**src/rtl/fsft_pkg.sv**
```systemverilog
// Shared types, widths and constants of the fixed step frame timer.
package fsft_pkg;

	// canonical ticks per second, default of the top-level parameter
	localparam int unsigned TPS_DEF      = 10000000;
	localparam int unsigned SNAP_DIVISOR = 4000;

	localparam int unsigned MODE_W     = 1;
	localparam int unsigned TARGET_W   = 24;
	localparam int unsigned FREQ_W     = 32;
	localparam int unsigned MAXD_W     = 29;
	localparam int unsigned COUNT_W    = 64;
	localparam int unsigned STEP_W     = 20;
	localparam int unsigned ELAPSED_W  = 24;
	localparam int unsigned TOTAL_W    = 64;
	localparam int unsigned FRAMES_W   = 32;
	localparam int unsigned FPS_W      = 32;
	localparam int unsigned CFG_ADDR_W = 2;
	localparam int unsigned CFG_DATA_W = 32;
	localparam int unsigned S_TDATA_W  = 64;
	localparam int unsigned S_TUSER_W  = 1;
	localparam int unsigned M_TDATA_W  = 176;

	// register reset values
	localparam logic [TARGET_W-1:0] TARGET_RST = 24'd166666;
	localparam logic [FREQ_W-1:0]   FREQ_RST   = 32'd10000000;
	localparam logic [MAXD_W-1:0]   MAXD_RST   = 29'd1000000;

	// input command codes
	localparam logic CMD_TICK    = 1'b0;
	localparam logic CMD_RESTART = 1'b1;

	typedef enum logic [CFG_ADDR_W-1:0] {
		REG_MODE   = 2'd0,
		REG_TARGET = 2'd1,
		REG_FREQ   = 2'd2,
		REG_MAXD   = 2'd3
	} cfg_reg_t;

	// shared restoring divider
	localparam int unsigned DVD_W  = 64;
	localparam int unsigned REM_W  = 32;
	localparam int unsigned ITER_W = 7;

	localparam logic [ITER_W-1:0] ITERS_SCALE = 7'd24;
	localparam logic [ITER_W-1:0] ITERS_STEPS = 7'd25;
	localparam logic [ITER_W-1:0] ITERS_MOD   = 7'd64;

	typedef struct packed {
		logic              start;
		logic [REM_W-1:0]  rem;   // partial remainder preload, below divisor
		logic [DVD_W-1:0]  dvd;   // dividend bits, consumed from the MSB
		logic [REM_W-1:0]  dsr;
		logic [ITER_W-1:0] iters;
	} div_req_t;

	typedef struct packed {
		logic             done;
		logic [DVD_W-1:0] quo;   // quotient in the low iters bits
		logic [REM_W-1:0] rem;
	} div_rsp_t;

endpackage

```
**src/rtl/fixed_step_frame_timer.sv**
```systemverilog
// Fixed time step frame timer: sequencer, state and output register.
//
// One item per display frame enters on the s_ group: tuser carries the command
// (tick or restart), tdata the 64-bit free-running counter reading. Each item
// yields exactly one result transfer on the m_ group: steps taken, length of
// the last step, total time, frame count and frames per second.
// Settings are to be written through cfg_we/cfg_addr/cfg_wdata while the
// block idles; the block itself does not enforce this. A restart goes straight
// to the output stage. A tick in fixed-step mode also counts whole steps and
// skips the step total when none is taken; a rescale that saturates skips the
// divider. A tick that closes a second adds the accumulator modulo. The
// single bit-serial divider does the divisions: 24 iterations to rescale the
// delta, 25 to count whole steps, 64 to reduce the accumulator.
// s_tready is high only while the sequencer is idle, so one item is in work
// at a time. The result sits in an output register; a new item is taken while
// it waits, and the sequencer holds in its last state until the slot frees up.
// Reset (arst_n low) clears all timing state and loads the default settings:
// variable step, 1/60 s target, 10 MHz counter, 0.1 s delta clamp.
module fixed_step_frame_timer #(
	parameter int unsigned TICKS_PER_SECOND = fsft_pkg::TPS_DEF
) (
	input  logic                            clk,
	input  logic                            arst_n,
	// configuration write port
	input  logic                            cfg_we,
	input  logic [fsft_pkg::CFG_ADDR_W-1:0] cfg_addr,
	input  logic [fsft_pkg::CFG_DATA_W-1:0] cfg_wdata,
	// input items
	input  logic                            s_tvalid,
	output logic                            s_tready,
	input  logic [fsft_pkg::S_TDATA_W-1:0]  s_tdata,   // [63:0] counter_value
	input  logic [fsft_pkg::S_TUSER_W-1:0]  s_tuser,   // [0] command
	// results
	output logic                            m_tvalid,
	input  logic                            m_tready,
	// [19:0] step_count, [43:20] elapsed_ticks, [107:44] total_ticks,
	// [139:108] frame_count, [171:140] frames_per_second, [175:172] zero
	output logic [fsft_pkg::M_TDATA_W-1:0]  m_tdata
);
	import fsft_pkg::*;

	localparam logic [FREQ_W-1:0]   TPS_VAL  = FREQ_W'(TICKS_PER_SECOND);
	localparam logic [TARGET_W-1:0] SNAP_LIM = TARGET_W'(TICKS_PER_SECOND / SNAP_DIVISOR);
	localparam int unsigned         PAD_W    = M_TDATA_W - STEP_W - ELAPSED_W - TOTAL_W
	                                           - FRAMES_W - FPS_W;

	typedef enum logic [3:0] {
		ST_IDLE, ST_DELTA, ST_ACCUM, ST_MUL, ST_SCALE, ST_DIV, ST_MODE,
		ST_STEPS, ST_TOTAL, ST_RATE, ST_OUT
	} state_t;

	typedef enum logic [1:0] {
		PH_SCALE, PH_STEPS, PH_MOD
	} phase_t;

	state_t state_q;
	phase_t phase_q;

	// settings
	logic                mode_q;
	logic [TARGET_W-1:0] target_q;
	logic [FREQ_W-1:0]   freq_q;
	logic [MAXD_W-1:0]   maxd_q;

	// timing state
	logic [COUNT_W-1:0]   last_q;
	logic [COUNT_W-1:0]   acc_q;       // raw counts inside the current second
	logic [TARGET_W-1:0]  leftover_q;  // below the target length it was last divided by
	logic [ELAPSED_W-1:0] step_len_q;
	logic [TOTAL_W-1:0]   total_q;
	logic [FRAMES_W-1:0]  frames_q;
	logic [FRAMES_W-1:0]  fts_q;       // frames inside the current second
	logic [FPS_W-1:0]     rate_q;

	// per-item working registers
	logic                 cmd_q;
	logic [COUNT_W-1:0]   reading_q;
	logic [COUNT_W-1:0]   delta_q;
	logic [FREQ_W-1:0]    mul_a_q;
	logic [FREQ_W-1:0]    mul_b_q;
	logic [COUNT_W-1:0]   prod_q;
	logic [TARGET_W-1:0]  scaled_q;
	logic [STEP_W-1:0]    steps_q;

	logic                 m_tvalid_q;
	logic [M_TDATA_W-1:0] m_tdata_q;

	div_req_t div_req;
	div_rsp_t div_rsp;
	logic     div_start_q;
	logic [REM_W-1:0]  div_rem_q;
	logic [DVD_W-1:0]  div_dvd_q;
	logic [REM_W-1:0]  div_dsr_q;
	logic [ITER_W-1:0] div_iters_q;

	// combinational helpers
	logic                in_xfer;
	logic                out_free;
	logic [FREQ_W-1:0]   freq_eff;
	logic [TARGET_W-1:0] target_eff;
	logic [MAXD_W-1:0]   delta_clamp;
	logic [TARGET_W-1:0] snap_diff;
	logic [TARGET_W-1:0] snapped;
	logic [TARGET_W:0]   step_sum;
	logic                scale_sat;
	logic [STEP_W-1:0]   steps_sat;
	logic                sec_done;

	assign in_xfer    = s_tvalid && s_tready;
	assign out_free   = !m_tvalid_q || m_tready;
	// a zero frequency or target behaves as one
	assign freq_eff   = (freq_q == '0) ? FREQ_W'(1) : freq_q;
	assign target_eff = (target_q == '0) ? TARGET_W'(1) : target_q;

	assign delta_clamp = (delta_q > {{(COUNT_W-MAXD_W){1'b0}}, maxd_q}) ? maxd_q
	                     : delta_q[MAXD_W-1:0];

	// quotient would not fit 24 bits: saturate without dividing
	assign scale_sat = prod_q >= {{(COUNT_W-FREQ_W-TARGET_W){1'b0}}, freq_eff,
	                              {TARGET_W{1'b0}}};

	// snap a step close to the target onto the target
	assign snap_diff = (scaled_q > target_eff) ? (scaled_q - target_eff)
	                   : (target_eff - scaled_q);
	assign snapped   = (snap_diff < SNAP_LIM) ? target_eff : scaled_q;
	assign step_sum  = {1'b0, leftover_q} + {1'b0, scaled_q};

	assign steps_sat = (div_rsp.quo[TARGET_W:STEP_W] != '0) ? {STEP_W{1'b1}}
	                   : div_rsp.quo[STEP_W-1:0];

	assign sec_done  = acc_q >= {{(COUNT_W-FREQ_W){1'b0}}, freq_eff};

	// control and architectural state
	always_ff @(posedge clk or negedge arst_n) begin
		if (!arst_n) begin
			state_q     <= ST_IDLE;
			phase_q     <= PH_SCALE;
			mode_q      <= 1'b0;
			target_q    <= TARGET_RST;
			freq_q      <= FREQ_RST;
			maxd_q      <= MAXD_RST;
			last_q      <= '0;
			acc_q       <= '0;
			leftover_q  <= '0;
			step_len_q  <= '0;
			total_q     <= '0;
			frames_q    <= '0;
			fts_q       <= '0;
			rate_q      <= '0;
			m_tvalid_q  <= 1'b0;
			div_start_q <= 1'b0;
		end else begin
			div_start_q <= 1'b0;
			if (m_tvalid_q && m_tready) begin
				m_tvalid_q <= 1'b0;
			end

			if (cfg_we) begin
				unique case (cfg_reg_t'(cfg_addr))
					REG_MODE:   mode_q   <= cfg_wdata[0];
					REG_TARGET: target_q <= cfg_wdata[TARGET_W-1:0];
					REG_FREQ:   freq_q   <= cfg_wdata[FREQ_W-1:0];
					REG_MAXD:   maxd_q   <= cfg_wdata[MAXD_W-1:0];
					default:    ;
				endcase
			end

			unique case (state_q)
				ST_IDLE: begin
					if (in_xfer) begin
						if (s_tuser[0] == CMD_RESTART) begin
							last_q     <= s_tdata;
							leftover_q <= '0;
							acc_q      <= '0;
							fts_q      <= '0;
							rate_q     <= '0;
							state_q    <= ST_OUT;
						end else begin
							state_q <= ST_DELTA;
						end
					end
				end
				ST_DELTA: begin
					last_q  <= reading_q;
					state_q <= ST_ACCUM;
				end
				ST_ACCUM: begin
					acc_q   <= acc_q + delta_q;
					phase_q <= PH_SCALE;
					state_q <= ST_MUL;
				end
				ST_MUL: begin
					state_q <= (phase_q == PH_SCALE) ? ST_SCALE : ST_TOTAL;
				end
				ST_SCALE: begin
					if (scale_sat) begin
						state_q <= ST_MODE;
					end else begin
						div_start_q <= 1'b1;
						state_q     <= ST_DIV;
					end
				end
				ST_DIV: begin
					if (div_rsp.done) begin
						unique case (phase_q)
							PH_SCALE: state_q <= ST_MODE;
							PH_STEPS: begin
								leftover_q <= div_rsp.rem[TARGET_W-1:0];
								state_q    <= (steps_sat != '0) ? ST_MUL : ST_RATE;
							end
							PH_MOD: begin
								acc_q   <= {{(COUNT_W-REM_W){1'b0}}, div_rsp.rem};
								state_q <= ST_OUT;
							end
							default: state_q <= ST_OUT;
						endcase
					end
				end
				ST_MODE: begin
					if (mode_q) begin
						state_q <= ST_STEPS;
					end else begin
						step_len_q <= scaled_q;
						total_q    <= total_q + {{(TOTAL_W-TARGET_W){1'b0}}, scaled_q};
						leftover_q <= '0;
						frames_q   <= frames_q + FRAMES_W'(1);
						fts_q      <= fts_q + FRAMES_W'(1);
						state_q    <= ST_RATE;
					end
				end
				ST_STEPS: begin
					div_start_q <= 1'b1;
					phase_q     <= PH_STEPS;
					state_q     <= ST_DIV;
				end
				ST_TOTAL: begin
					total_q    <= total_q + prod_q;
					step_len_q <= target_eff;
					frames_q   <= frames_q + {{(FRAMES_W-STEP_W){1'b0}}, steps_q};
					fts_q      <= fts_q + FRAMES_W'(1);
					state_q    <= ST_RATE;
				end
				ST_RATE: begin
					if (sec_done) begin
						rate_q      <= fts_q;
						fts_q       <= '0;
						div_start_q <= 1'b1;
						phase_q     <= PH_MOD;
						state_q     <= ST_DIV;
					end else begin
						state_q <= ST_OUT;
					end
				end
				ST_OUT: begin
					if (out_free) begin
						m_tvalid_q <= 1'b1;
						state_q    <= ST_IDLE;
					end
				end
				default: state_q <= ST_IDLE;
			endcase
		end
	end

	// per-item working registers and divider operands
	always_ff @(posedge clk) begin
		case (state_q)
			ST_IDLE: begin
				if (in_xfer) begin
					cmd_q     <= s_tuser[0];
					reading_q <= s_tdata;
					steps_q   <= '0;
				end
			end
			ST_DELTA: delta_q <= reading_q - last_q;
			ST_ACCUM: begin
				mul_a_q <= {{(FREQ_W-MAXD_W){1'b0}}, delta_clamp};
				mul_b_q <= TPS_VAL;
			end
			ST_MUL: prod_q <= COUNT_W'(mul_a_q) * COUNT_W'(mul_b_q);
			ST_SCALE: begin
				if (scale_sat) begin
					scaled_q <= {TARGET_W{1'b1}};
				end else begin
					div_rem_q   <= prod_q[TARGET_W +: REM_W];
					div_dvd_q   <= {prod_q[TARGET_W-1:0], {(DVD_W-TARGET_W){1'b0}}};
					div_dsr_q   <= freq_eff;
					div_iters_q <= ITERS_SCALE;
				end
			end
			ST_DIV: begin
				if (div_rsp.done) begin
					if (phase_q == PH_SCALE) begin
						scaled_q <= div_rsp.quo[TARGET_W-1:0];
					end else if (phase_q == PH_STEPS) begin
						steps_q <= steps_sat;
						mul_a_q <= {{(FREQ_W-STEP_W){1'b0}}, steps_sat};
						mul_b_q <= {{(FREQ_W-TARGET_W){1'b0}}, target_eff};
					end
				end
			end
			ST_MODE: begin
				if (mode_q) begin
					scaled_q <= snapped;
				end else begin
					steps_q <= STEP_W'(1);
				end
			end
			ST_STEPS: begin
				div_rem_q   <= '0;
				div_dvd_q   <= {step_sum, {(DVD_W-TARGET_W-1){1'b0}}};
				div_dsr_q   <= {{(REM_W-TARGET_W){1'b0}}, target_eff};
				div_iters_q <= ITERS_STEPS;
			end
			ST_RATE: begin
				div_rem_q   <= '0;
				div_dvd_q   <= acc_q;
				div_dsr_q   <= freq_eff;
				div_iters_q <= ITERS_MOD;
			end
			ST_OUT: begin
				if (out_free) begin
					// a restart reports no steps
					m_tdata_q <= {{PAD_W{1'b0}}, rate_q, frames_q, total_q, step_len_q,
					              (cmd_q == CMD_TICK) ? steps_q : {STEP_W{1'b0}}};
				end
			end
			default: ;
		endcase
	end

	assign div_req.start = div_start_q;
	assign div_req.rem   = div_rem_q;
	assign div_req.dvd   = div_dvd_q;
	assign div_req.dsr   = div_dsr_q;
	assign div_req.iters = div_iters_q;

	fsft_div u_div (
		.clk    (clk),
		.arst_n (arst_n),
		.req    (div_req),
		.rsp    (div_rsp)
	);

	assign s_tready = (state_q == ST_IDLE);
	assign m_tvalid = m_tvalid_q;
	assign m_tdata  = m_tdata_q;

endmodule

```
**src/rtl/fsft_div.sv**
```systemverilog
// Iterative restoring divider, one quotient bit per cycle.
module fsft_div (
	input  logic               clk,
	input  logic               arst_n,
	input  fsft_pkg::div_req_t req,
	output fsft_pkg::div_rsp_t rsp
);
	import fsft_pkg::*;

	logic              busy_q;
	logic              done_q;
	logic [ITER_W-1:0] cnt_q;
	logic [REM_W-1:0]  rem_q;
	logic [DVD_W-1:0]  dvd_q;
	logic [REM_W-1:0]  dsr_q;

	logic [REM_W:0]   shifted;
	logic [REM_W+1:0] trial;
	logic             qbit;
	logic [REM_W-1:0] rem_next;

	assign shifted  = {rem_q, dvd_q[DVD_W-1]};
	assign trial    = {1'b0, shifted} - {2'b0, dsr_q};
	assign qbit     = ~trial[REM_W+1];
	assign rem_next = qbit ? trial[REM_W-1:0] : shifted[REM_W-1:0];

	always_ff @(posedge clk or negedge arst_n) begin
		if (!arst_n) begin
			busy_q <= 1'b0;
			done_q <= 1'b0;
			cnt_q  <= '0;
		end else begin
			done_q <= 1'b0;
			if (req.start) begin
				busy_q <= 1'b1;
				cnt_q  <= req.iters;
			end else if (busy_q) begin
				cnt_q <= cnt_q - ITER_W'(1);
				if (cnt_q == ITER_W'(1)) begin
					busy_q <= 1'b0;
					done_q <= 1'b1;
				end
			end
		end
	end

	always_ff @(posedge clk) begin
		if (req.start) begin
			rem_q <= req.rem;
			dvd_q <= req.dvd;
			dsr_q <= req.dsr;
		end else if (busy_q) begin
			rem_q <= rem_next;
			dvd_q <= {dvd_q[DVD_W-2:0], qbit};
		end
	end

	assign rsp.done = done_q;
	assign rsp.quo  = dvd_q;
	assign rsp.rem  = rem_q;

endmodule

```
**config.mk**
```make
export PLATFORM = sky130hd
export DESIGN_NAME = fixed_step_frame_timer
export DESIGN_NICKNAME = d
export VERILOG_FILES = /design/src/rtl/fsft_pkg.sv /design/src/rtl/fixed_step_frame_timer.sv /design/src/rtl/fsft_div.sv
export SDC_FILE = /design/constraint.sdc
export NUM_CORES = 2
export LEC_CHECK = 0
export ABC_AREA = 1
export BUFFER_PORTS_ARGS = -buffer_cell sky130_fd_sc_hd__buf_2
export CORE_UTILIZATION = 65
export CTS_CLUSTER_DIAMETER = 50
export CTS_CLUSTER_SIZE = 28
export DETAILED_ROUTE_END_ITERATION = 7
export PLACE_DENSITY = 0.94
export REMOVE_ABC_BUFFERS = 1
export SYNTH_ARGS = -nofsm -noshare
export SYNTH_HDL_FRONTEND = slang
export SYNTH_SLANG_ARGS = --single-unit
```
**constraint.sdc**
```tcl
create_clock -name clk -period 15.8 [get_ports clk]
set_input_delay 0.79 -clock clk [delete_from_list [all_inputs] [get_ports clk]]
set_output_delay 0.79 -clock clk [all_outputs]
set_load 0.02 [all_outputs]
```
# --- Yosys cells after proc, flatten, opt, wreduce, memory -nomap -nowiden ---
# Cells that the tools add are included.
op_classes:
  n_addsub: 12
  multipliers: 1
  n_div: 0
  n_lt_le_gt_ge: 5
  eq_ne: 30
  shift: 0
  mux: 92
  bitwise: 1
  n_reduce_logical: 43
op_table:
  columns: ["cell", "n"]
  rows:
  - ["2-to-1 mux 64 bit", 10]
  - ["2-to-1 mux 32 bit", 18]
  - ["one-hot mux 64 bit (3 select lines)", 2]
  - ["one-hot mux 32 bit (2 select lines)", 5]
  - ["2-to-1 mux 24 bit", 13]
  - ["one-hot mux 64 bit (2 select lines)", 2]
  - ["one-hot mux 24 bit (3 select lines)", 2]
  - ["adder 64 bit", 2]
  - ["one-hot mux 32 bit (4 select lines)", 1]
  - ["2-to-1 mux 20 bit", 6]
  - ["one-hot mux 32 bit (3 select lines)", 1]
  - ["adder 32 x 1 -> 32 bit, second input constant", 2]
  - ["adder 64 x 24 -> 64 bit", 1]
  - ["greater-or-equal comparator 64 x 32 -> 1 bit", 1]
  - ["greater-or-equal comparator 64 x 56 -> 1 bit", 1]
  - ["> comparator 64 x 29 -> 1 bit", 1]
  - ["multiplier 32 x 32 -> 64 bit", 1]
  - ["subtractor 64 bit", 1]
  - ["one-hot mux 20 bit (3 select lines)", 1]
  - ["one-hot mux 24 bit (2 select lines)", 1]
  - ["subtractor 24 bit", 2]
  - ["one-hot mux 4 bit (11 select lines)", 1]
  - ["subtractor 33 x 32 -> 34 bit", 1]
  - ["adder 32 x 20 -> 32 bit", 1]
  - ["41 further kinds", 107]
totals:
  reg_bits: 1175
  latchBits: 0
  ram_bits: 0
  mem_bits_ro: 0
  wordCells: 220
  memories: 0

# --- Depth between registers and ports, before layout ---
logic_depth:
  ltp_word: 8
  ltp_mapped: 30

# --- By module ---
# From an unflattened synthesis, not the netlist that was laid out.
unflattened:
  cells_unflattened: 11476
  hier_area_um2: 92273.5
modules_own_cells:
  columns: ["module", "n_inst", "cells_each", "area_per_inst_um2"]
  rows:
  - ["fixed_step_frame_timer", 1, 10345, 83687.8]
  - ["fsft_div", 1, 1131, 8585.7]

# --- Worst setup path after synthesis ---
# OpenSTA, ideal clock, no wires.
synth_timing:
  kind: "input-to-reg"
  from: "input m_tready"
  to: "register m_tdata_q[0] (netlist: m_tdata[0]) (enable)"
  setup_ns: 0.708
  arrival_time_ns: 7.935
  required_ns: 15.092
  slack_ns: 7.156
  path_stages: 2
  n_path_buf: 0
  path_cell_list: "nor2_1 -> nor2_1"
synth_between:
  elab_chain_len: 2
synth_rtl:
  columns: ["element", "line_no", "rtl"]
  rows:
  - ["start: declaration", "fixed_step_frame_timer.sv:35", "input logic m_tready,"]
  - ["logical OR 1 bit", "fixed_step_frame_timer.sv:110", "assign out_free = !m_tvalid_q || m_tready;"]
  - ["AND reduction 2 bit (no line)", null, null]
  - ["end signal: assignment", "fixed_step_frame_timer.sv:324", "m_tdata_q <= {{PAD_W{1'b0}}, rate_q, frames_q, total_q, step_len_q,"]
  - ["end: declaration", "fixed_step_frame_timer.sv:86", "logic [M_TDATA_W-1:0] m_tdata_q;"]
# No other way between the ends.
# A chain may end at the register's enable or synchronous reset.

# --- Final worst setup path ---
layout_timing:
  from: "register mul_a_q[19]"
  to: "register prod_q[43], data pin"
layout_between:
  elab_chain_len: 1
layout_rtl:
  columns: ["element", "line_no", "rtl"]
  rows:
  - ["start: declaration", "fixed_step_frame_timer.sv:79", "logic [FREQ_W-1:0] mul_a_q;"]
  - ["start signal: assignment", "fixed_step_frame_timer.sv:277", "mul_a_q <= {{(FREQ_W-MAXD_W){1'b0}}, delta_clamp};"]
  - ["start signal: assignment", "fixed_step_frame_timer.sv:297", "mul_a_q <= {{(FREQ_W-STEP_W){1'b0}}, steps_sat};"]
  - ["multiplier 32 x 32 -> 64 bit", "fixed_step_frame_timer.sv:280", "ST_MUL: prod_q <= COUNT_W'(mul_a_q) * COUNT_W'(mul_b_q);"]
  - ["end signal: assignment", "fixed_step_frame_timer.sv:280", null]
  - ["end: declaration", "fixed_step_frame_timer.sv:81", "logic [COUNT_W-1:0] prod_q;"]
# No other way between the ends.

==> impl_results.md <==
- Status: complete, but fails checks
- Violated checks: design-rule violations
- Final min period: 8170 ps
- Critical Path End Type: register
- Hold Buf Count CTS: 0
- Worst slack, placed: 7920 ps
- WP data required: 16340 ps
- Routability Congestion: 1.12
- Clock Path Buffers: 3
- Commonest non-fill, non-tap cells in the layout: nand2_1 (2740), inv_1 (2081), nor2_1 (935), edfxtp_1 (713), ha_1 (653)
- Fin crit share: 51.7%
- Main flop type after synthesis: edfxtp_1
- Initial antenna violation count: 46
- Critical Path AT: 8710 ps
- IO buf count: 277
- RSZ-0062 raised after global routing: false
- Routed vias/inst: 6.18
- Worst Path Max Fanout: 24
- CORE AREA: 0.139 sq mm
- Ranking of synthesized cells by area: edfxtp_1 (23%), fa_1 (13%), dfrtp_1 (11%), nand2_1 (11%), ha_1 (9.0%)
- Share of cells above drive strength 1: 6.33%
- Die Wd: 377 um
- Relative slew slack: 0.930%
- DR DRC count: 3
- Final Cell Area: 0.0988 sq mm
- Register area share after synthesis: 35.6%
- CTS Sinks: 1152
- Vias: 82.2k
- CTS tree: built
- Root buffer cell: clkbuf_16
- Setup TNS: 0 ps
- Critical path type: reg -> reg
- Crit path buf inv count: 3
- Clock-pin slew on the worst setup and hold paths: 70 ps
- Max incr delay on CP: 1340 ps
- Mapped cell area: 0.0912 sq mm
- Rows: 137
- Post-DP Area: 0.0943 sq mm
- Synth area leader: edfxtp_1
- Synth cell types: 68
- Synth Warn #: 0
- Setup Buffers After CTS: 0
- ANT nets after route: 0
- Synth Instances: 11.2k
- Initial Util: 65.4%
- Max Cap Violations: 0
- Number of register bits inferred by synthesis: 1152
- Grt total ovfl: 0
- Commonest non-fill, non-tap cell in the layout: nand2_1
- Top delay family on crit path: adder cells
- GRT Total Usage: 46.0%
- Final setup margin: 7630 ps
- Initial DRC count: 10.7k
- Layout area overhead: 8.33%
- Hold Crit Class: in -> async
- Cell Chain, Critical Path: nand2_1, inv_1, fa_1, fa_1, fa_1, inv_1, fa_1, inv_1, fa_1, fa_1, fa_1, fa_1, ha_1, a21oi_1, o21ai_0, a21oi_1, nand3_1, a21oi_1, o21ai_0, nand3_1, nand2_1, xor2_1
- Largest net degree at the start of global routing: 126
- Via count of the first global-routing pass: 80.6k
- Die Area: 0.142 sq mm
- TritonCTS buffer count: 120
- Routed len/inst: 24.7 um
- Routed wire length: 329 mm
- Share of the synthesized area in the top cell type: 23.5%
- Fin. Hold Viols: 0
- Final Net Count: 12.6k
- DIE HEIGHT: 377 um
- Layout fillers: 10.6k
- Post-synth ARST share: 38.1%
- Crit start category: register
- Mapped Avg Cell Area: 8.17 sq um
- Final setup fails: 0
- CTS resizes: 0
- Max-slew violations: 0
- IO Pins: 282
- H-tree depth: 3
- First-pass GRT wire length: 486 mm
- DPL Wire Length: 254 mm
- Worst clock skew: 109 ps
- Least-Margin Pin Slew: 1490 ps
- Most frequent cell on the critical path: fa_1
- Fmax: 122 MHz
- Clk_lat worst skew: 830 ps
- Pre-antenna DRT Iters: 8
- CP max-delay cell: edfxtp_1
- EDFF count, synth: 713
- Worst hold slack: 26.1 ps
layout make-up:
class,count,area (sq um),area share (%)
clock inverters,104,1390,1.40
clock buffers,126,3070,3.10
diodes,29,72.6,0.0735
flip-flops and latches,1152,32400,32.8
repair buffers,363,2050,2.08
multi-input cells,7555,49500,50.1
well taps,1876,2350,2.38
inverters,2100,7890,7.99
metal layers:
layer	global-route usage (%)	vias to the layer above	share of wire, %
met1	57.1	38745	35
met3	13.2	1591	13
met4	30.8	68	7.9
met5	0	-	0.16
met2	70.2	5898	44
li1	-	35868	-
per-stage QoR:
step / cells / util (%)
floorplan: 10807 / -
global placement: 13046 / 67.6
detailed placement: 13046 / 67.6
CTS: 13276 / 70.8
global route: 13288 / 70.9
finish: 13305 / 70.9
flip-flops by register name, indices dropped and copies added, names as in the netlist, 29 cells and up:
name / flops
div_dsr_q: 32
last_q: 64
total_q: 64
div_dvd_q: 64
u_div.dvd_q: 64
reading_q: 64
fts_q: 32
m_tdata: 172
acc_q: 64
freq_q: 32
rate_q: 32
frames_q: 32
u_div.dsr_q: 32
div_rem_q: 32
mul_a_q: 29
prod_q: 56
u_div.rem_q: 32
delta_q: 64
maxd_q: 29
worst reg2reg max path, delay by kind of cell (launching register included):
kind	cells	cell delay, ps
adder cells (fa/ha/maj)	9	4290
flip-flops	1	1340
XOR/XNOR	1	150
buffers and inverters	3	280
AO/OA/AOI/OAI	5	1210
AND/OR/NAND/NOR	4	650
worst paths after layout:
path,start,slack (ps),to,cells after the start
setup / recovery,mul_a_q[19]$_DFFE_PP_,7630,prod_q[43]$_DFFE_PN_,22
hold / removal,arst_n,30,last_q[57]$_DFFE_PN0P_,1
setup reg to reg,mul_a_q[19]$_DFFE_PP_,7630,prod_q[43]$_DFFE_PN_,22
hold reg to reg,div_dsr_q[13]$_DFFE_PP_,420,u_div.dsr_q[13]$_DFFE_PP_,0
max in group asynchronous,arst_n,13480,fts_q[1]$_DFFE_PN0P_,3
min in group clk,s_tdata[6],170,reading_q[6]$_DFFE_PP_,1
synth_stat cells (4+ instances only):
cell	n
nand3_1	368
o221ai_1	19
o211ai_1	69
ha_1	653
dfstp_2	22
a211oi_1	8
a22oi_1	8
nor2_2	14
xor2_1	156
inv_2	13
o21a_1	23
clkbuf_1	277
o21bai_1	73
fa_1	598
nand2_1	2745
xnor2_1	90
nor4_1	58
and2_1	4
buf_4	6
or2_0	4
a21boi_0	12
edfxtp_1	713
o21ai_0	598
o22ai_1	10
a21boi_1	6
nand4_1	93
or2_2	34
buf_1	41
nor3_1	82
o2111ai_1	6
buf_6	4
buf_2	34
dfrtp_1	417
nand3b_1	14
nor2_1	944
nand2_2	10
o21ai_1	37
inv_1	2083
a31oi_1	136
a21oi_1	569
a221oi_1	8
a21o_1	55
o31ai_1	6
and3_1	7
cell families (layout without fill, tap and decap cells):
family                     count (synthesis)  after routing  synth area share, %
and+or+nand+nor                         4392           4392                 19.5
buffers and inverters                   2462           2693                 10.2
AOI/OAI and AO/OA                       1662           1662                 10.3
adders and majority gates               1251           1251                 22.1
DFF                                     1152           1152                 35.6
xor gates and xnor gates                 246            246                 2.36
other                                      1             33              0.00411
Power is left out: the tool's default activity adds up to more than one toggle a clock period on the data nets, which glitch-free logic cannot reach.
